--- config.mk ---
export PLATFORM = sky130hd
export DESIGN_NAME = char_ngram_subword_hasher_flat
export DESIGN_NICKNAME = d
export VERILOG_FILES = /design/src/design/chh_pkg.sv /design/src/design/chh_in_if.sv /design/src/design/chh_out_if.sv /design/src/design/chh_front.sv /design/src/design/chh_queue.sv /design/src/design/chh_mod.sv /design/src/design/chh_back.sv /design/src/design/char_ngram_subword_hasher.sv /design/src/flat_wrapper.sv
export SDC_FILE = /design/constraint.sdc
export NUM_CORES = 1
export LEC_CHECK = 0
export BUFFER_PORTS_ARGS = -buffer_cell sky130_fd_sc_hd__buf_2
export CELL_PAD_IN_SITES_DETAIL_PLACEMENT = 0
export CELL_PAD_IN_SITES_GLOBAL_PLACEMENT = 1
export CORE_MARGIN = 5
export CORE_UTILIZATION = 40
export CTS_CLUSTER_SIZE = 24
export DETAILED_ROUTE_END_ITERATION = 6
export PLACE_DENSITY_LB_ADDON = 0.1
export SLEW_MARGIN = 30
export SYNTH_ARGS = -nofsm -noshare
export SYNTH_HDL_FRONTEND = slang
export SYNTH_SLANG_ARGS = --single-unit
export TNS_END_PERCENT = 20
--- constraint.sdc ---
create_clock -name clk -period 10.5 [get_ports clk]
set_input_delay 0 -clock clk [delete_from_list [all_inputs] [get_ports clk]]
set_output_delay 0 -clock clk [all_outputs]
set_load 0.05 [all_outputs]
--- src/design/chh_pkg.sv ---
// ----------------------------------------------------------------------------
// Character n-gram hasher package
// Shared constants, configuration codes and byte helpers.
// ----------------------------------------------------------------------------
package chh_pkg;

  localparam int DEF_MAX_WORD_BYTES = 16;

  localparam logic [31:0] FNV_BASIS  = 32'd2166136261;
  localparam logic [31:0] FNV_PRIME  = 32'd16777619;
  localparam logic [24:0] BUCKET_MAX = 25'd16777216;

  localparam logic [7:0] OPEN_MARK  = 8'h3C;
  localparam logic [7:0] CLOSE_MARK = 8'h3E;

  localparam int CFG_IDX_W  = 2;
  localparam int CFG_DATA_W = 25;

  localparam logic [CFG_IDX_W-1:0] CFG_MIN_LEN      = 2'd0;
  localparam logic [CFG_IDX_W-1:0] CFG_MAX_LEN      = 2'd1;
  localparam logic [CFG_IDX_W-1:0] CFG_BUCKET_COUNT = 2'd2;

  localparam logic [2:0]  RST_MIN_LEN      = 3'd3;
  localparam logic [2:0]  RST_MAX_LEN      = 3'd6;
  localparam logic [24:0] RST_BUCKET_COUNT = 25'd2000000;

  localparam logic [2:0] LEN_LO = 3'd3;
  localparam logic [2:0] LEN_HI = 3'd6;

  // Byte length of a UTF-8 character from its lead byte.
  function automatic logic [2:0] lead_char_bytes(input logic [7:0] b);
    logic [2:0] len;
    len = 3'd1;
    if ((b & 8'h80) == 8'h00) len = 3'd1;
    else if ((b & 8'hE0) == 8'hC0) len = 3'd2;
    else if ((b & 8'hF0) == 8'hE0) len = 3'd3;
    else if ((b & 8'hF8) == 8'hF0) len = 3'd4;
    return len;
  endfunction

  function automatic logic [2:0] clamp_len(input logic [2:0] v);
    logic [2:0] r;
    r = v;
    if (v < LEN_LO) r = LEN_LO;
    else if (v > LEN_HI) r = LEN_HI;
    return r;
  endfunction

endpackage

--- src/design/chh_in_if.sv ---
// ----------------------------------------------------------------------------
// Word byte channel
// Valid/ready channel carrying one word byte and its end marker per beat.
// ----------------------------------------------------------------------------
interface chh_in_if;
  logic       valid;
  logic       ready;
  logic [7:0] word_byte;
  logic       word_end;

  modport source (output valid, output word_byte, output word_end, input ready);
  modport sink   (input valid, input word_byte, input word_end, output ready);
endinterface

--- src/design/chh_out_if.sv ---
// ----------------------------------------------------------------------------
// N-gram result channel
// Valid/ready channel carrying one hashed n-gram per beat.
// ----------------------------------------------------------------------------
interface chh_out_if;
  logic        valid;
  logic        ready;
  logic [23:0] bucket;
  logic [31:0] full_hash;
  logic [2:0]  gram_len;
  logic [4:0]  start_char;
  logic        truncated;
  logic        no_gram;
  logic        last;

  modport source (output valid, output bucket, output full_hash, output gram_len,
                  output start_char, output truncated, output no_gram, output last,
                  input ready);
  modport sink   (input valid, input bucket, input full_hash, input gram_len,
                  input start_char, input truncated, input no_gram, input last,
                  output ready);
endinterface

--- src/design/chh_front.sv ---
// ----------------------------------------------------------------------------
// Word collector
// Stores word bytes, flags overflow and hands each finished word to the queue.
// ----------------------------------------------------------------------------
module chh_front #(
  parameter int MAX_WORD_BYTES = chh_pkg::DEF_MAX_WORD_BYTES,
  parameter int CNT_W          = $clog2(MAX_WORD_BYTES + 1),
  parameter int JOB_W          = MAX_WORD_BYTES * 8 + CNT_W + 1
) (
  input  logic             clk,
  input  logic             rst_n,
  chh_in_if.sink           in_ch,
  input  logic             q_full,
  output logic             q_push,
  output logic [JOB_W-1:0] q_data
);
  import chh_pkg::*;

  localparam int BI_W = $clog2(MAX_WORD_BYTES);

  logic [MAX_WORD_BYTES-1:0][7:0] store_r;
  logic [MAX_WORD_BYTES-1:0][7:0] store_nxt;
  logic [CNT_W-1:0]               cnt_r;
  logic [CNT_W-1:0]               cnt_nxt;
  logic                           ovf_r;
  logic                           ovf_nxt;
  logic                           accept;
  logic                           room;

  assign in_ch.ready = !q_full;
  assign accept      = in_ch.valid && in_ch.ready;
  assign room        = cnt_r < CNT_W'(MAX_WORD_BYTES);

  always_comb begin
    store_nxt = store_r;
    cnt_nxt   = cnt_r;
    ovf_nxt   = ovf_r;
    if (room) begin
      store_nxt[cnt_r[BI_W-1:0]] = in_ch.word_byte;
      cnt_nxt = cnt_r + CNT_W'(1);
    end else begin
      ovf_nxt = 1'b1;
    end
  end

  assign q_push = accept && in_ch.word_end;
  assign q_data = {store_nxt, cnt_nxt, ovf_nxt};

  always_ff @(posedge clk) begin
    if (!rst_n) begin
      cnt_r <= '0;
      ovf_r <= 1'b0;
    end else if (accept) begin
      if (in_ch.word_end) begin
        cnt_r <= '0;
        ovf_r <= 1'b0;
      end else begin
        cnt_r <= cnt_nxt;
        ovf_r <= ovf_nxt;
      end
    end
  end

  always_ff @(posedge clk) begin
    if (accept) begin
      store_r <= store_nxt;
    end
  end

endmodule

--- src/design/chh_queue.sv ---
// ----------------------------------------------------------------------------
// Word queue
// Two-entry queue of finished words between the collector and the hasher.
// ----------------------------------------------------------------------------
module chh_queue #(
  parameter int W = 8
) (
  input  logic         clk,
  input  logic         rst_n,
  input  logic         push,
  input  logic [W-1:0] push_data,
  input  logic         pop,
  output logic         full,
  output logic         head_valid,
  output logic [W-1:0] head_data
);

  logic [1:0][W-1:0] ent_r;
  logic              wr_ptr_r;
  logic              rd_ptr_r;
  logic [1:0]        cnt_r;
  logic              do_push;
  logic              do_pop;

  assign full       = cnt_r == 2'd2;
  assign head_valid = cnt_r != 2'd0;
  assign head_data  = ent_r[rd_ptr_r];
  assign do_push    = push && !full;
  assign do_pop     = pop && head_valid;

  always_ff @(posedge clk) begin
    if (!rst_n) begin
      wr_ptr_r <= 1'b0;
      rd_ptr_r <= 1'b0;
      cnt_r    <= 2'd0;
    end else begin
      if (do_push) wr_ptr_r <= !wr_ptr_r;
      if (do_pop) rd_ptr_r <= !rd_ptr_r;
      if (do_push && !do_pop) cnt_r <= cnt_r + 2'd1;
      else if (do_pop && !do_push) cnt_r <= cnt_r - 2'd1;
    end
  end

  always_ff @(posedge clk) begin
    if (do_push) begin
      ent_r[wr_ptr_r] <= push_data;
    end
  end

endmodule

--- src/design/chh_mod.sv ---
// ----------------------------------------------------------------------------
// Bucket reducer
// Restoring remainder unit, one dividend bit per cycle.
// ----------------------------------------------------------------------------
module chh_mod (
  input  logic        clk,
  input  logic        rst_n,
  input  logic        start,
  input  logic [31:0] dividend,
  input  logic [24:0] divisor,
  output logic        done,
  output logic [23:0] rem
);

  logic [31:0] sh_r;
  logic [24:0] rem_r;
  logic [24:0] div_r;
  logic [4:0]  cnt_r;
  logic        busy_r;
  logic        done_r;
  logic [25:0] trial;
  logic [25:0] diff;

  assign trial = {rem_r, sh_r[31]};
  assign diff  = trial - {1'b0, div_r};
  assign done  = done_r;
  assign rem   = rem_r[23:0];

  always_ff @(posedge clk) begin
    if (!rst_n) begin
      busy_r <= 1'b0;
      done_r <= 1'b0;
      cnt_r  <= '0;
    end else begin
      done_r <= 1'b0;
      if (start) begin
        busy_r <= 1'b1;
        cnt_r  <= '0;
      end else if (busy_r) begin
        cnt_r <= cnt_r + 5'd1;
        if (cnt_r == 5'd31) begin
          busy_r <= 1'b0;
          done_r <= 1'b1;
        end
      end
    end
  end

  always_ff @(posedge clk) begin
    if (start) begin
      sh_r  <= dividend;
      rem_r <= '0;
      div_r <= divisor;
    end else if (busy_r) begin
      sh_r <= {sh_r[30:0], 1'b0};
      if (trial >= {1'b0, div_r}) rem_r <= diff[24:0];
      else rem_r <= trial[24:0];
    end
  end

endmodule

--- src/design/chh_back.sv ---
// ----------------------------------------------------------------------------
// N-gram engine
// Splits a queued word into characters, walks every n-gram, hashes it byte
// by byte and reduces it to a bucket.
// ----------------------------------------------------------------------------
module chh_back #(
  parameter int MAX_WORD_BYTES = chh_pkg::DEF_MAX_WORD_BYTES,
  parameter int CNT_W          = $clog2(MAX_WORD_BYTES + 1),
  parameter int JOB_W          = MAX_WORD_BYTES * 8 + CNT_W + 1
) (
  input  logic             clk,
  input  logic             rst_n,
  input  logic             job_valid,
  input  logic [JOB_W-1:0] job_data,
  output logic             job_pop,
  input  logic [2:0]       cfg_min_len,
  input  logic [2:0]       cfg_max_len,
  input  logic [24:0]      cfg_bucket_count,
  chh_out_if.source        out_ch
);
  import chh_pkg::*;

  localparam int WRAP  = MAX_WORD_BYTES + 2;
  localparam int POS_W = $clog2(WRAP + 1);
  localparam int IDX_W = $clog2(WRAP);
  localparam int BI_W  = $clog2(MAX_WORD_BYTES);

  typedef enum logic [2:0] {
    ST_IDLE, ST_SCAN, ST_CHECK, ST_SETUP, ST_HASH, ST_DIV, ST_EMIT
  } state_t;

  state_t state_r;

  logic [MAX_WORD_BYTES-1:0][7:0] job_bytes;
  logic [CNT_W-1:0]               job_cnt;
  logic                           job_trunc;

  logic [WRAP-1:0][POS_W-1:0] cstart_r;
  logic [WRAP:0]              is_start_r;
  logic [POS_W-1:0]           p_r;
  logic [POS_W-1:0]           wlen_r;
  logic [POS_W-1:0]           nch_r;
  logic [POS_W-1:0]           s_r;
  logic [2:0]                 n_r;
  logic [2:0]                 hi_r;
  logic [2:0]                 seen_r;
  logic [31:0]                h_r;
  logic                       ng_r;

  logic                       out_valid_r;
  logic [23:0]                bucket_r;
  logic [31:0]                hash_r;
  logic [2:0]                 len_r;
  logic [4:0]                 start_r;
  logic                       trunc_r;
  logic                       no_gram_r;
  logic                       last_r;

  logic [7:0]       wb;
  logic [POS_W-1:0] bidx;
  logic [POS_W:0]   char_end;
  logic [POS_W:0]   char_end_clip;
  logic [2:0]       lo;
  logic [2:0]       hi;
  logic [31:0]      h_nxt;
  logic             hash_stop;
  logic [24:0]      mod_eff;
  logic             div_start;
  logic             div_done;
  logic [23:0]      div_rem;
  logic             out_free;
  logic             more_s;
  logic             more_n;
  logic             is_last;

  assign {job_bytes, job_cnt, job_trunc} = job_data;

  // Byte p of the word as wrapped in its markers.
  assign bidx = p_r - POS_W'(1);
  always_comb begin
    if (p_r == '0) wb = OPEN_MARK;
    else if (p_r == wlen_r - POS_W'(1)) wb = CLOSE_MARK;
    else wb = job_bytes[bidx[BI_W-1:0]];
  end

  assign char_end      = {1'b0, p_r} + (POS_W + 1)'(lead_char_bytes(wb));
  assign char_end_clip = (char_end > {1'b0, wlen_r}) ? {1'b0, wlen_r} : char_end;

  assign lo = clamp_len(cfg_min_len);
  assign hi = clamp_len(cfg_max_len);

  always_comb begin
    if (cfg_bucket_count == '0) mod_eff = 25'd1;
    else if (cfg_bucket_count > BUCKET_MAX) mod_eff = BUCKET_MAX;
    else mod_eff = cfg_bucket_count;
  end

  assign h_nxt     = 32'((h_r ^ {{24{wb[7]}}, wb}) * FNV_PRIME);
  assign hash_stop = (p_r == wlen_r) || (is_start_r[p_r] && seen_r == n_r);
  assign div_start = (state_r == ST_HASH) && hash_stop;

  assign out_free = !out_valid_r || out_ch.ready;
  assign more_s   = ({1'b0, s_r} + (POS_W + 1)'(n_r) + (POS_W + 1)'(1)) <= {1'b0, nch_r};
  assign more_n   = (n_r < hi_r) && ((POS_W + 1)'(n_r) + (POS_W + 1)'(1) <= {1'b0, nch_r});
  assign is_last  = ng_r || (!more_s && !more_n);
  assign job_pop  = (state_r == ST_EMIT) && out_free && is_last;

  chh_mod u_mod (
    .clk      (clk),
    .rst_n    (rst_n),
    .start    (div_start),
    .dividend (h_r),
    .divisor  (mod_eff),
    .done     (div_done),
    .rem      (div_rem)
  );

  assign out_ch.valid      = out_valid_r;
  assign out_ch.bucket     = bucket_r;
  assign out_ch.full_hash  = hash_r;
  assign out_ch.gram_len   = len_r;
  assign out_ch.start_char = start_r;
  assign out_ch.truncated  = trunc_r;
  assign out_ch.no_gram    = no_gram_r;
  assign out_ch.last       = last_r;

  always_ff @(posedge clk) begin
    if (!rst_n) begin
      state_r     <= ST_IDLE;
      out_valid_r <= 1'b0;
    end else begin
      if ((state_r == ST_EMIT) && out_free) out_valid_r <= 1'b1;
      else if (out_ch.ready) out_valid_r <= 1'b0;
      case (state_r)
        ST_IDLE: begin
          if (job_valid) begin
            p_r        <= '0;
            nch_r      <= '0;
            is_start_r <= '0;
            wlen_r     <= POS_W'(job_cnt) + POS_W'(2);
            ng_r       <= 1'b0;
            state_r    <= ST_SCAN;
          end
        end
        ST_SCAN: begin
          cstart_r[nch_r[IDX_W-1:0]] <= p_r;
          is_start_r[p_r]            <= 1'b1;
          nch_r                      <= nch_r + POS_W'(1);
          p_r                        <= char_end_clip[POS_W-1:0];
          if (char_end_clip == {1'b0, wlen_r}) state_r <= ST_CHECK;
        end
        ST_CHECK: begin
          n_r  <= lo;
          hi_r <= hi;
          s_r  <= '0;
          if (hi < lo || POS_W'(lo) > nch_r) begin
            ng_r    <= 1'b1;
            h_r     <= '0;
            state_r <= ST_EMIT;
          end else begin
            state_r <= ST_SETUP;
          end
        end
        ST_SETUP: begin
          p_r     <= cstart_r[s_r[IDX_W-1:0]];
          h_r     <= FNV_BASIS;
          seen_r  <= '0;
          state_r <= ST_HASH;
        end
        ST_HASH: begin
          if (hash_stop) begin
            state_r <= ST_DIV;
          end else begin
            if (is_start_r[p_r]) seen_r <= seen_r + 3'd1;
            h_r <= h_nxt;
            p_r <= p_r + POS_W'(1);
          end
        end
        ST_DIV: begin
          if (div_done) state_r <= ST_EMIT;
        end
        ST_EMIT: begin
          if (out_free) begin
            trunc_r     <= job_trunc;
            no_gram_r   <= ng_r;
            last_r      <= is_last;
            if (ng_r) begin
              bucket_r <= '0;
              hash_r   <= '0;
              len_r    <= '0;
              start_r  <= '0;
            end else begin
              bucket_r <= div_rem;
              hash_r   <= h_r;
              len_r    <= n_r;
              start_r  <= 5'(s_r);
            end
            if (is_last) begin
              state_r <= ST_IDLE;
            end else if (more_s) begin
              s_r     <= s_r + POS_W'(1);
              state_r <= ST_SETUP;
            end else begin
              n_r     <= n_r + 3'd1;
              s_r     <= '0;
              state_r <= ST_SETUP;
            end
          end
        end
        default: state_r <= ST_IDLE;
      endcase
    end
  end

`ifndef SYNTH
  a_nogram_alone: assert property (@(posedge clk) disable iff (!rst_n)
    (out_ch.valid && out_ch.no_gram) |-> (out_ch.last && out_ch.full_hash == '0))
    else $error("no-gram result must be the word's only, zeroed beat");

  a_hash_in_word: assert property (@(posedge clk) disable iff (!rst_n)
    (state_r == ST_HASH) |-> (p_r <= wlen_r))
    else $error("hash pointer ran past the wrapped word");

  a_bucket_range: assert property (@(posedge clk) disable iff (!rst_n)
    (out_ch.valid && !out_ch.no_gram) |-> ({1'b0, out_ch.bucket} < mod_eff))
    else $error("bucket not below the modulus");

  a_pop_on_last: assert property (@(posedge clk) disable iff (!rst_n)
    job_pop |=> (out_ch.valid && out_ch.last))
    else $error("word released without its final beat");
`endif

endmodule

--- src/design/char_ngram_subword_hasher.sv ---
// ----------------------------------------------------------------------------
// Character n-gram subword hasher
// Collects words byte by byte and emits the hashed character n-grams of each.
// ----------------------------------------------------------------------------
//  channel  direction  beat
//  in_ch    in         one word byte, word_end on the final byte
//  out_ch   out        one n-gram: bucket, full_hash, length, start, flags
//  cfg_*    in         register write, no handshake
//
// A byte is taken every cycle while the two-entry word queue has room.
// Per word: the engine takes it from the queue, splits it into characters and
// checks the length range. Each n-gram then has a setup step, is hashed byte by
// byte with a finishing step, waits on the bit-serial remainder unit and loads
// the output register.
// Reset is synchronous and clears control state only; a held-off out_ch stalls
// the engine at its output register, and a full queue then stalls in_ch.
module char_ngram_subword_hasher #(
  parameter int MAX_WORD_BYTES = chh_pkg::DEF_MAX_WORD_BYTES
) (
  input  logic                           clk,
  input  logic                           rst_n,
  chh_in_if.sink                         in_ch,
  chh_out_if.source                      out_ch,
  input  logic                           cfg_we,
  input  logic [chh_pkg::CFG_IDX_W-1:0]  cfg_idx,
  input  logic [chh_pkg::CFG_DATA_W-1:0] cfg_data
);
  import chh_pkg::*;

  localparam int CNT_W = $clog2(MAX_WORD_BYTES + 1);
  localparam int JOB_W = MAX_WORD_BYTES * 8 + CNT_W + 1;

  logic [2:0]       min_len_r;
  logic [2:0]       max_len_r;
  logic [24:0]      bucket_count_r;
  logic             q_full;
  logic             q_push;
  logic [JOB_W-1:0] q_data;
  logic             q_pop;
  logic             q_valid;
  logic [JOB_W-1:0] q_head;

  always_ff @(posedge clk) begin
    if (!rst_n) begin
      min_len_r      <= RST_MIN_LEN;
      max_len_r      <= RST_MAX_LEN;
      bucket_count_r <= RST_BUCKET_COUNT;
    end else if (cfg_we) begin
      case (cfg_idx)
        CFG_MIN_LEN:      min_len_r      <= cfg_data[2:0];
        CFG_MAX_LEN:      max_len_r      <= cfg_data[2:0];
        CFG_BUCKET_COUNT: bucket_count_r <= cfg_data[24:0];
        default: ;
      endcase
    end
  end

  chh_front #(
    .MAX_WORD_BYTES (MAX_WORD_BYTES),
    .CNT_W          (CNT_W),
    .JOB_W          (JOB_W)
  ) u_front (
    .clk    (clk),
    .rst_n  (rst_n),
    .in_ch  (in_ch),
    .q_full (q_full),
    .q_push (q_push),
    .q_data (q_data)
  );

  chh_queue #(
    .W (JOB_W)
  ) u_queue (
    .clk        (clk),
    .rst_n      (rst_n),
    .push       (q_push),
    .push_data  (q_data),
    .pop        (q_pop),
    .full       (q_full),
    .head_valid (q_valid),
    .head_data  (q_head)
  );

  chh_back #(
    .MAX_WORD_BYTES (MAX_WORD_BYTES),
    .CNT_W          (CNT_W),
    .JOB_W          (JOB_W)
  ) u_back (
    .clk              (clk),
    .rst_n            (rst_n),
    .job_valid        (q_valid),
    .job_data         (q_head),
    .job_pop          (q_pop),
    .cfg_min_len      (min_len_r),
    .cfg_max_len      (max_len_r),
    .cfg_bucket_count (bucket_count_r),
    .out_ch           (out_ch)
  );

endmodule
--- src/flat_wrapper.sv ---
// flat-port wrapper written by rule: the top's interface ports become plain ports
module char_ngram_subword_hasher_flat import chh_pkg::*;
#(
  parameter int MAX_WORD_BYTES = chh_pkg::DEF_MAX_WORD_BYTES
)
  (clk, rst_n, cfg_we, cfg_idx, cfg_data, in_ch_valid, in_ch_word_byte, in_ch_word_end, in_ch_ready, out_ch_valid, out_ch_bucket, out_ch_full_hash, out_ch_gram_len, out_ch_start_char, out_ch_truncated, out_ch_no_gram, out_ch_last, out_ch_ready);
  chh_in_if in_ch_i ();
  chh_out_if out_ch_i ();
  input  logic clk;
  input  logic rst_n;
  input  logic cfg_we;
  input  logic [chh_pkg::CFG_IDX_W-1:0] cfg_idx;
  input  logic [chh_pkg::CFG_DATA_W-1:0] cfg_data;
  input wire logic [$bits(in_ch_i.valid)-1:0] in_ch_valid;
  input wire logic [$bits(in_ch_i.word_byte)-1:0] in_ch_word_byte;
  input wire logic [$bits(in_ch_i.word_end)-1:0] in_ch_word_end;
  output wire logic [$bits(in_ch_i.ready)-1:0] in_ch_ready;
  output wire logic [$bits(out_ch_i.valid)-1:0] out_ch_valid;
  output wire logic [$bits(out_ch_i.bucket)-1:0] out_ch_bucket;
  output wire logic [$bits(out_ch_i.full_hash)-1:0] out_ch_full_hash;
  output wire logic [$bits(out_ch_i.gram_len)-1:0] out_ch_gram_len;
  output wire logic [$bits(out_ch_i.start_char)-1:0] out_ch_start_char;
  output wire logic [$bits(out_ch_i.truncated)-1:0] out_ch_truncated;
  output wire logic [$bits(out_ch_i.no_gram)-1:0] out_ch_no_gram;
  output wire logic [$bits(out_ch_i.last)-1:0] out_ch_last;
  input wire logic [$bits(out_ch_i.ready)-1:0] out_ch_ready;
  assign in_ch_i.valid = in_ch_valid;
  assign in_ch_i.word_byte = in_ch_word_byte;
  assign in_ch_i.word_end = in_ch_word_end;
  assign in_ch_ready = in_ch_i.ready;
  assign out_ch_valid = out_ch_i.valid;
  assign out_ch_bucket = out_ch_i.bucket;
  assign out_ch_full_hash = out_ch_i.full_hash;
  assign out_ch_gram_len = out_ch_i.gram_len;
  assign out_ch_start_char = out_ch_i.start_char;
  assign out_ch_truncated = out_ch_i.truncated;
  assign out_ch_no_gram = out_ch_i.no_gram;
  assign out_ch_last = out_ch_i.last;
  assign out_ch_i.ready = out_ch_ready;
  char_ngram_subword_hasher #(.MAX_WORD_BYTES(MAX_WORD_BYTES)) u_core (.clk(clk), .rst_n(rst_n), .in_ch(in_ch_i), .out_ch(out_ch_i), .cfg_we(cfg_we), .cfg_idx(cfg_idx), .cfg_data(cfg_data));
endmodule
[After elaboration in Yosys (flattened, before gate mapping)]
Index checks and enable logic that the tools add are counted.
Word-level totals
  flip-flop bits (word level): 768
  input port bits: 41
  output and inout bits: 69
  logic and storage cells: 282
Operators by class
  $add $sub $neg: 17
  multipliers: 1
  $lt $le $gt $ge: 24
  equal/unequal tests: 27
  mux-type cells: 78
  bitwise logic cells: 4
  reduce and logical (&&, ||, !) cells: 61
Operators by type and width (number)
  $mux W134: 3
  $bwmux W268: 1
  $demux W134 S1: 1
  $bwmux W128: 1
  $mux W128: 1
  $mux W32: 4
  $pmux W32 S3: 1
  $bwmux W90: 1
  $mux W3: 19
  $mux W25: 2
  $mux W5: 9
  $pmux W19 S2: 1
  $bmux W8 S4: 1
  $demux W8 S4: 1
  $mul A32 B25 Y32 const B: 1
  $mux W8: 4
  $xor A32 B32 Y32: 1
  $ge A26 B25 Y1: 1
  $add A5 B1 Y5 const B: 5
  $bmux W5 S5: 1
  $demux W5 S5: 1
  $gt A25 B25 Y1 const B: 1
  $logic_not A25 Y1: 1
  $sub A25 B25 Y25: 1
  64 further kinds: 149

[Longest topological paths before layout]
Gate-level depths: netlist of the first run.
  depth after elaboration: 17
  mapped depth: 37
  depth with buffers taken out: 30

[Modules after synthesis]
A second synthesis of the first run with hierarchy kept.
Unflattened totals
  cells, all modules: 3013
  area, all modules: 40787.9 um^2
Modules (own cells, without submodules)
  chh_back: instances 1, cells each 1599, area an instance 18255.0 um^2, sequential area each 7226.9 um^2
  chh_queue: instances 1, cells each 440, area an instance 10073.4 um^2, sequential area each 8127.8 um^2
  chh_front: instances 1, cells each 342, area an instance 5985.7 um^2, sequential area each 3963.8 um^2
  chh_mod: instances 1, cells each 496, area an instance 5123.7 um^2, sequential area each 2352.3 um^2
  char_ngram_subword_hasher: instances 1, cells each 136, area an instance 1350.0 um^2, sequential area each 620.6 um^2

[Worst setup path after synthesis of the first run]
OpenSTA, ideal clock, no wires.
  path type: flip-flop to flip-flop
  start point: register u_core.u_queue.cnt_r[0]
  end point: register u_core.u_queue.ent_r[0] (netlist name), enable pin
  library setup time: 0.630 ns
  arrival: 8.996 ns
  data required time: 9.870 ns
  setup slack: 0.873 ns
  cell stages (with the launch flop): 7
  buffers on the path: 1
  clock period less this slack: 9.627 ns
  cells stage by stage: dfxtp_1 -> clkbuf_1 -> nand2b_1 -> nand2_1 -> clkinv_1 -> nand2_1 -> nor2_1
Between the ends
  longest elaborated chain between the ends: 5
RTL lines
  from (decl): line chh_queue.sv:21  | logic [1:0] cnt_r;
  from (signal assigned): line chh_queue.sv:39  | if (do_push && !do_pop) cnt_r <= cnt_r + 2'd1;
  from (signal assigned): line chh_queue.sv:40  | else if (do_pop && !do_push) cnt_r <= cnt_r - 2'd1;
  $eq A2 B2 Y1: line chh_queue.sv:25  | assign full = cnt_r == 2'd2;
  $logic_not A1 Y1: line chh_front.sv:30  | assign in_ch.ready = !q_full;
  named net in_ch_ready: line flat_wrapper.sv:17  | output wire logic [$bits(in_ch_i.ready)-1:0] in_ch_ready;
  $logic_and A1 B1 Y1: line chh_front.sv:31  | assign accept = in_ch.valid && in_ch.ready;
  named net u_core.u_front.accept: line chh_front.sv:27  | logic accept;
  $logic_and A1 B1 Y1: line chh_front.sv:46  | assign q_push = accept && in_ch.word_end;
  $logic_and A1 B1 Y1: line chh_queue.sv:28  | assign do_push = push && !full;
  to (signal, indexed assignment): line chh_queue.sv:46  | ent_r[wr_ptr_r] <= push_data;
  to (decl): line chh_queue.sv:18  | logic [1:0][W-1:0] ent_r;
The timed path passes the listed nets, and every way through them passes these cells.
A chain may end at the register's enable or synchronous reset.

[Worst setup path after layout of the first run]
  start point: register u_core.u_back.p_r[0]
  end point: register u_core.u_back.h_r[22] (data pin)
Between the ends
  longest elaborated chain between the ends: 9
  elaborated cells between the ends (all ways): 11
  classes of those cells: add/sub: 1; mul: 1; eq/ne: 1; mux: 6; bitwise: 1; reduce/logical: 1
RTL lines
  from (decl): line chh_back.sv:40  | logic [POS_W-1:0] p_r;
  from (signal assigned): line chh_back.sv:149  | p_r <= char_end_clip[POS_W-1:0];
  from (signal assigned): line chh_back.sv:165  | p_r <= cstart_r[s_r[IDX_W-1:0]];
  from (signal assigned): line chh_back.sv:176  | p_r <= p_r + POS_W'(1);
  $sub A4 B1 Y4: line chh_back.sv:79  | assign bidx = p_r - POS_W'(1);
  $bmux W8 S4: line chh_back.sv:83  | else wb = job_bytes[bidx[BI_W-1:0]];
  $mux W8 (not written as such): line chh_back.sv:83
  $mux W8: line chh_back.sv:82  | else if (p_r == wlen_r - POS_W'(1)) wb = CLOSE_MARK;
  $mux W8 (*): line chh_back.sv:81  | if (p_r == '0) wb = OPEN_MARK;
  $xor A32 B32 Y32 (*): line chh_back.sv:98  | assign h_nxt = 32'((h_r ^ {{24{wb[7]}}, wb}) * FNV_PRIME);
  $mul A32 B25 Y32 (*): line chh_back.sv:98
  $mux W32 (*): line chh_back.sv:171  | if (hash_stop) begin
  $pmux W32 S3 (*): line chh_back.sv:134  | case (state_r)
  to (signal assigned): line chh_back.sv:175  | h_r <= h_nxt;
  to (decl): line chh_back.sv:47  | logic [31:0] h_r;
Mark *: on every way between the ends. The rest lies on a longest branch, timed or not. The select of a mux whose other input is x is not followed.

==> results of run 1 <==
-- cell usage after synthesis, drive strengths merged (3+ instances only) --
| cell type | instances | share of area, % |
|---|---|---|
| edfxtp | 691 | 53 |
| inv | 268 | 2.5 |
| ha | 221 | 7.0 |
| nor2 | 185 | 1.8 |
| mux2 | 165 | 4.7 |
| nand2 | 150 | 1.4 |
| clkbuf | 106 | 1.0 |
| mux4 | 106 | 6.1 |
| a21oi | 95 | 1.2 |
| nor2b | 93 | 1.5 |
| xnor2 | 84 | 1.9 |
| dfxtp | 77 | 3.9 |
| fa | 77 | 3.9 |
| o21ai | 76 | 0.96 |
| xor2 | 72 | 1.6 |
| nand3 | 40 | 0.51 |
| and2 | 36 | 0.57 |
| buf | 34 | 0.49 |
| nand2b | 27 | 0.43 |
| mux2i | 26 | 0.69 |
| a21boi | 25 | 0.48 |
| a21o | 20 | 0.38 |
| a211oi | 19 | 0.36 |
| and3 | 19 | 0.30 |
| o21a | 17 | 0.32 |
| nor3 | 15 | 0.19 |
| or3 | 14 | 0.22 |
| a311oi | 13 | 0.29 |
| nor4 | 13 | 0.21 |
| nand4 | 11 | 0.17 |
| o211ai | 11 | 0.21 |
| nor3b | 10 | 0.19 |
| a22oi | 8 | 0.15 |
| nand3b | 8 | 0.15 |
| o22ai | 8 | 0.13 |
| a31oi | 5 | 0.079 |
| o21bai | 5 | 0.095 |
| o31ai | 5 | 0.095 |
| or2 | 5 | 0.079 |
| o32ai | 4 | 0.089 |
| or4 | 4 | 0.076 |
| a2111oi | 3 | 0.067 |
| a211o | 3 | 0.067 |
| a31o | 3 | 0.067 |
-- state kept, by name, indices dropped and copies added, names as in the netlist, 5 cells and up --
| name | count |
|---|---|
| u_core.u_back.u_mod.cnt_r | 5 |
| u_core.bucket_count_r | 25 |
| u_core.u_back.u_mod.div_r | 25 |
| u_core.u_back.s_r | 5 |
| u_core.u_back.p_r | 5 |
| u_core.u_back.is_start_r | 19 |
| u_core.u_back.wlen_r | 5 |
| u_core.u_back.out_ch.full_hash | 32 |
| u_core.u_back.nch_r | 5 |
| u_core.u_back.u_mod.rem_r | 25 |
| u_core.u_back.u_mod.sh_r | 32 |
| u_core.u_queue.ent_r | 268 |
| u_core.u_back.out_ch.start_char | 5 |
| u_core.u_back.out_ch.bucket | 24 |
| u_core.u_front.store_r | 128 |
| u_core.u_back.h_r | 32 |
| u_core.u_front.cnt_r | 5 |
| u_core.u_back.cstart_r | 90 |
-- what timing repair did --
| action | CTS | global route |
|---|---|---|
| hold buffers | 64 | 0 |
| setup endpoints to repair | 0 | 0 |
| endpoints found under the hold margin | 281 | 0 |
-- cells by family (layout without fill, tap and decap cells) --
kind of cell / count (synthesis) / count (layout) / share of synthesized area, %
buffers and inverters: 409 / 638 / 4.05
muxes: 297 / 297 / 11.5
and+or+nand+nor: 639 / 639 / 7.96
DFF: 768 / 768 / 56.4
adders and majority gates: 298 / 298 / 10.9
other: 0 / 2 / 0
AOI/OAI and AO/OA: 343 / 343 / 5.59
xor gates and xnor gates: 158 / 158 / 3.61
-- worst max-delay path by stage --
stage	slack, ns	startpoint	cells past startpoint	end
6_report	1.47	u_core.u_back.p_r[0]	25	u_core.u_back.h_r[22]
5_1_grt	0.86	u_core.u_back.p_r[0]	25	u_core.u_back.h_r[22]
4_1_cts	1.33	u_core.u_back.p_r[0]	25	u_core.u_back.h_r[22]
3_5_place_dp	1.35	u_core.u_back.p_r[0]	25	u_core.u_back.h_r[30]
3_3_place_gp	1.32	u_core.u_back.p_r[0]	25	u_core.u_back.h_r[23]
2_1_floorplan	0.87	u_core.u_queue.cnt_r[0]	6	u_core.u_queue.ent_r[0]
-- worst reg2reg max path: stages, from the launching register on --
cell and delay (ns):
edfxtp_1 0.36, buf_4 0.67, buf_4 0.69, mux4_2 0.42
mux4_2 0.53, nand2_1 0.09, nand3_1 0.35, xor2_1 0.63
xor2_1 0.15, ha_1 0.37, fa_1 0.49, ha_1 0.21
fa_1 0.48, ha_1 0.29, inv_1 0.05, fa_1 0.52
inv_1 0.04, ha_1 0.41, o211ai_1 0.14, or4_1 0.51
o32ai_1 0.55, o31ai_1 0.18, a21boi_0 0.25, o21ai_0 0.15
a211oi_1 0.24, nand2b_1 0.14
-- cells in the final DEF (no fill, tap or decap), types with 40 or more instances in the layout --
master	instances
inv_1	267
nor2b_1	93
dfxtp_1	75
dlygate4sd3_1	64
nor2_1	183
clkbuf_16	88
edfxtp_1	691
fa_1	77
nand2_1	149
xor2_1	71
a21oi_1	94
buf_2	109
o21ai_0	70
mux4_2	104
xnor2_1	82
ha_1	220
nand3_1	40
mux2_2	155
-- through the flow --
stage,setup slack (ns),cell area (um^2),std cells,util (%)
final,1.47,44900,4430,45.6
after global routing,0.855,44900,4428,45.6
after CTS,1.33,44800,4425,45.6
after detailed placement,1.35,41500,4204,42.2
after global placement,1.32,41400,4202,42.1
after floorplan,0.873,39500,2912,-
-- cell type report --
cell class / count / area (um^2)
clock buffer: 114 / 2340
timing repair buffer: 212 / 1570
clock inverter: 43 / 347
sequential: 768 / 22300
tap: 1287 / 1610
multi-input combinational: 1735 / 15700
fill: 8780 / 53400
antenna: 2 / 5.00
inverter: 269 / 1010
-- per-layer routing --
metal / GRT usage (%) / routed length, um / vias up
met1: 25.0 / 43800 / 11800
met4: 5.37 / 2390 / 0
met3: 2.36 / 3240 / 142
li1: - / - / 10900
met2: 31.1 / 47200 / 405
met5: 0 / 0 / -
==> impl_metrics.toml, run 1 <==
[worst_setup_path]
critPathLaunchType = "flip-flop"
r2r-start = "u_core.u_back.p_r[0]"
ff2ff_setup_slack_ns = 1.47
cp.arrival_ns = 9.53
critPathRequiredTime_ns = 11.00
end_kind = "flip-flop"
r2r-end = "u_core.u_back.h_r[22]"
reg2reg_depth = 25
cpPeakStageDelay_ns = 0.67
cp_common_cell = "ha_1"
critPathBufInv = 4
slowest_stage = "buf_4"
cp_top_family = "adder cells"
worstSetupPathType = "reg -> reg"
crit_fanout = 60

[placed_design]
routabilityCongestion = 0.833
post-dp-hpwl_um = 65200
io_buffers = 109

[routing]
num_vias = 23300
vias_per_cell = 5.25
dr.first_iter.drc_count = 1587
ant_nets = 0
wl_per_cell_um = 21.8
drc = 0
firstDrtPassIters = 5
routed_wl_um = 96600

[sta]
whs_ns = 0.0442
period_share_pct = 86.0
slew_violations = 0
max_freq_mhz = 111
tightest_slew_ns = 0.987
setup-tns-final_ns = 0
rsz0062_at_grt = "no"
hold_viol_final = 0
setup_viol = 0
clock_skew_ns = 0.0274
max_slew_margin_pct = 33.7
fin_crit_ns = 9.03

[logic_synthesis]
synth_ff_type = "edfxtp_1"
yosysWarnings = 0
synth-async-reset-ratio_pct = 0
synth_cells = 2912
synth_edf_count = 691
netlist_area_um2 = 39500
ys_types = 84
synth-seq-cells = 768
syn-num-nets = 3251
postSynthAreaPerCell_um2 = 13.6
yosysSeqAreaShare_pct = 56.4

[floorplan]
ios = 110
fp.dieH_um = 324
die_w_um = 324
rows = 115
coreArea_um2 = 98300
start_util_pct = 40.2
die-area_um2 = 105000

[finish]
synthToLayoutAreaGrowth_pct = 13.6
drive_gt1_share_pct = 17.6
finalNetCount = 3411

[cts]
cts_made_buffers = 86
path_clk_slew_ns = 0.06
cts.sinks = 768
root_buffer = "clkbuf_16"
cts_tree = "built"
cts_resized = 0
cts.path.max_buffers = 3
clk-insertion-delay-late_ns = 0.65
h-tree-depth = 3
cts_setup_buffers = 0

[min_path]
whs_path_depth = 2
holdPathEnd = "u_core.u_queue.ent_r[97]"
hold_path.class = "in -> reg"
min_from = "in_ch_word_byte[3]"

[outcome]
outcome = "completed"

[global_routing]
grt-ovfl-total = 0
grt_usage_pct = 18.4
grt_max_degree = 76
grt_pass1_vias = 24300
grt_pass1_wl_um = 148000
antenna_found_initial = 3

[flow_run]
timing.max_cap.violations = 0
Power of run 1 is not shown: default switching activity piles up to over one toggle a cycle in this logic, so the estimate is an artifact.
==> run 2, diff against run 1 <==
--- a/config.mk
+++ b/config.mk
@@ -12,7 +12,8 @@
 export CORE_UTILIZATION = 40
 export CTS_CLUSTER_SIZE = 24
 export DETAILED_ROUTE_END_ITERATION = 6
-export PLACE_DENSITY_LB_ADDON = 0.1
+export GPL_TIMING_DRIVEN = 0
+export PLACE_DENSITY_LB_ADDON = 0.08
 export SLEW_MARGIN = 30
 export SYNTH_ARGS = -nofsm -noshare
 export SYNTH_HDL_FRONTEND = slang
==> impl_metrics.toml, run 2 (synthesized netlist as in run 1, its figures left out) <==
[worst_setup_path]
critPathLaunchType = "flip-flop"
cp_common_cell = "ha_1"
end_kind = "flip-flop"
crit_fanout = 19
critPathBufInv = 9
critPathRequiredTime_ns = 10.87
worstSetupPathType = "reg -> reg"
cpPeakStageDelay_ns = 0.69
cp_top_family = "adder cells"
slowest_stage = "a2111oi_1"
cp.arrival_ns = 10.41

[sta]
rsz0062_at_grt = "no"
max_freq_mhz = 99.6
tightest_slew_ns = 0.990
fin_crit_ns = 10.04
hold_viol_final = 0
slew_violations = 0
period_share_pct = 95.6
max_slew_margin_pct = 33.6
clock_skew_ns = 0.0307
setup_viol = 0

[finish]
drive_gt1_share_pct = 18.0
final_cell_mix = "edfxtp_1, inv_1, ha_1"
finalNetCount = 3514
instances_no_fill = 4536
largest_reg_flops = 268
final_util_pct = 46.4
largest_register = "u_core.u_queue.ent_r"
final_common_cell = "edfxtp_1"
synthToLayoutAreaGrowth_pct = 15.4

[global_routing]
grt_max_degree = 55
grt_pass1_vias = 25100
grt-ovfl-total = 0
grt_pass1_wl_um = 152000
antenna_found_initial = 3
grt_usage_pct = 19.0

[floorplan]
coreArea_um2 = 98300
die_w_um = 324
rows = 115
ios = 110
fp.dieH_um = 324
die-area_um2 = 105000
start_util_pct = 40.2

[cts]
cts_made_buffers = 89
cts.sinks = 768
root_buffer = "clkbuf_16"
cts.path.max_buffers = 3
clk-insertion-delay-late_ns = 0.66
path_clk_slew_ns = 0.06
h-tree-depth = 3
cts_tree = "built"

[routing]
dr.first_iter.drc_count = 1337
drc = 0
num_vias = 23900
firstDrtPassIters = 5
routed_wl_um = 99900
wl_per_cell_um = 22.0
vias_per_cell = 5.26
ant_nets = 0

[placed_design]
dpl.cell_count = 4323
io_buffers = 108
post-dp-hpwl_um = 71700
routabilityCongestion = 0.859

[flow_run]
timing.max_cap.violations = 0

[outcome]
outcome = "completed"

[min_path]
hold_path.class = "in -> reg"
==> run 2: cell types whose count changed in the layout (fill, tap and decap cells not counted), moves of 13 or more <==
cell           delta
dlygate4sd3_1    -17
buf_2            +13
clkbuf_2         +16
buf_4            -26
clkbuf_1         +90
==> run 2: area by class of cell <==
| class | count | area (um^2) |
|---|---|---|
| fillers | 8781 | 52700 |
| diodes | 2 | 5.00 |
| flip-flops and latches | 768 | 22300 |
| inverters | 269 | 1010 |
| clock buffers | 112 | 2330 |
| multi-input cells | 1735 | 15700 |
| repair buffers | 173 | 1430 |
| clock inverters | 51 | 556 |
| plain buffers | 139 | 613 |
| well taps | 1287 | 1610 |
==> run 2: final timing paths <==
path | endpoint | slack, ns | depth (start not counted) | startpoint
worst min-delay path | u_core.bucket_count_r[10] | 0.1 | 4 | cfg_data[10]
worst max register to register | u_core.u_back.h_r[23] | 0.46 | 31 | u_core.u_back.p_r[0]
worst max-delay path | u_core.u_back.h_r[23] | 0.46 | 31 | u_core.u_back.p_r[0]
worst min register to register | u_core.bucket_count_r[14] | 0.48 | 2 | u_core.bucket_count_r[14]
==> run 2: repair_timing <==
action	4_1_cts	5_1_grt
resized for setup	4	7
setup endpoints to repair	22	8
setup buffers	2	0
hold buffers	47	0
endpoints found under the hold margin	216	0
==> run 2: worst min-delay path: cells and delay by family <==
family                 cells  cell delay [ns]
buffers and inverters      2             0.62
and+or+nand+nor            2             0.10
==> run 2: layer usage <==
layer	track usage, %	part of all wire [%]	vias to the layer above
li1	-	-	11100
met1	25.1	44	12100
met2	32.5	49	497
met3	2.64	3.5	186
met4	6.37	3.5	4
met5	0	0.027	-
==> run 2: per-stage QoR <==
stage | hold slack [ns] | worst slack [ns] | setup TNS (ns) | cell area (um^2)
2_1_floorplan | 0.124 | 0.873 | 0 | 39500
6_report | 0.0973 | 0.459 | 0 | 45600
3_3_place_gp | 0.227 | -4.57 | -738.76 | 41700
5_1_grt | 0.0747 | 0.0408 | 0 | 45600
4_1_cts | 0.0464 | 0.0693 | 0 | 45500
3_5_place_dp | 0.229 | -1.94 | -27.88 | 42100
Power of run 2 is left out for the same reason.
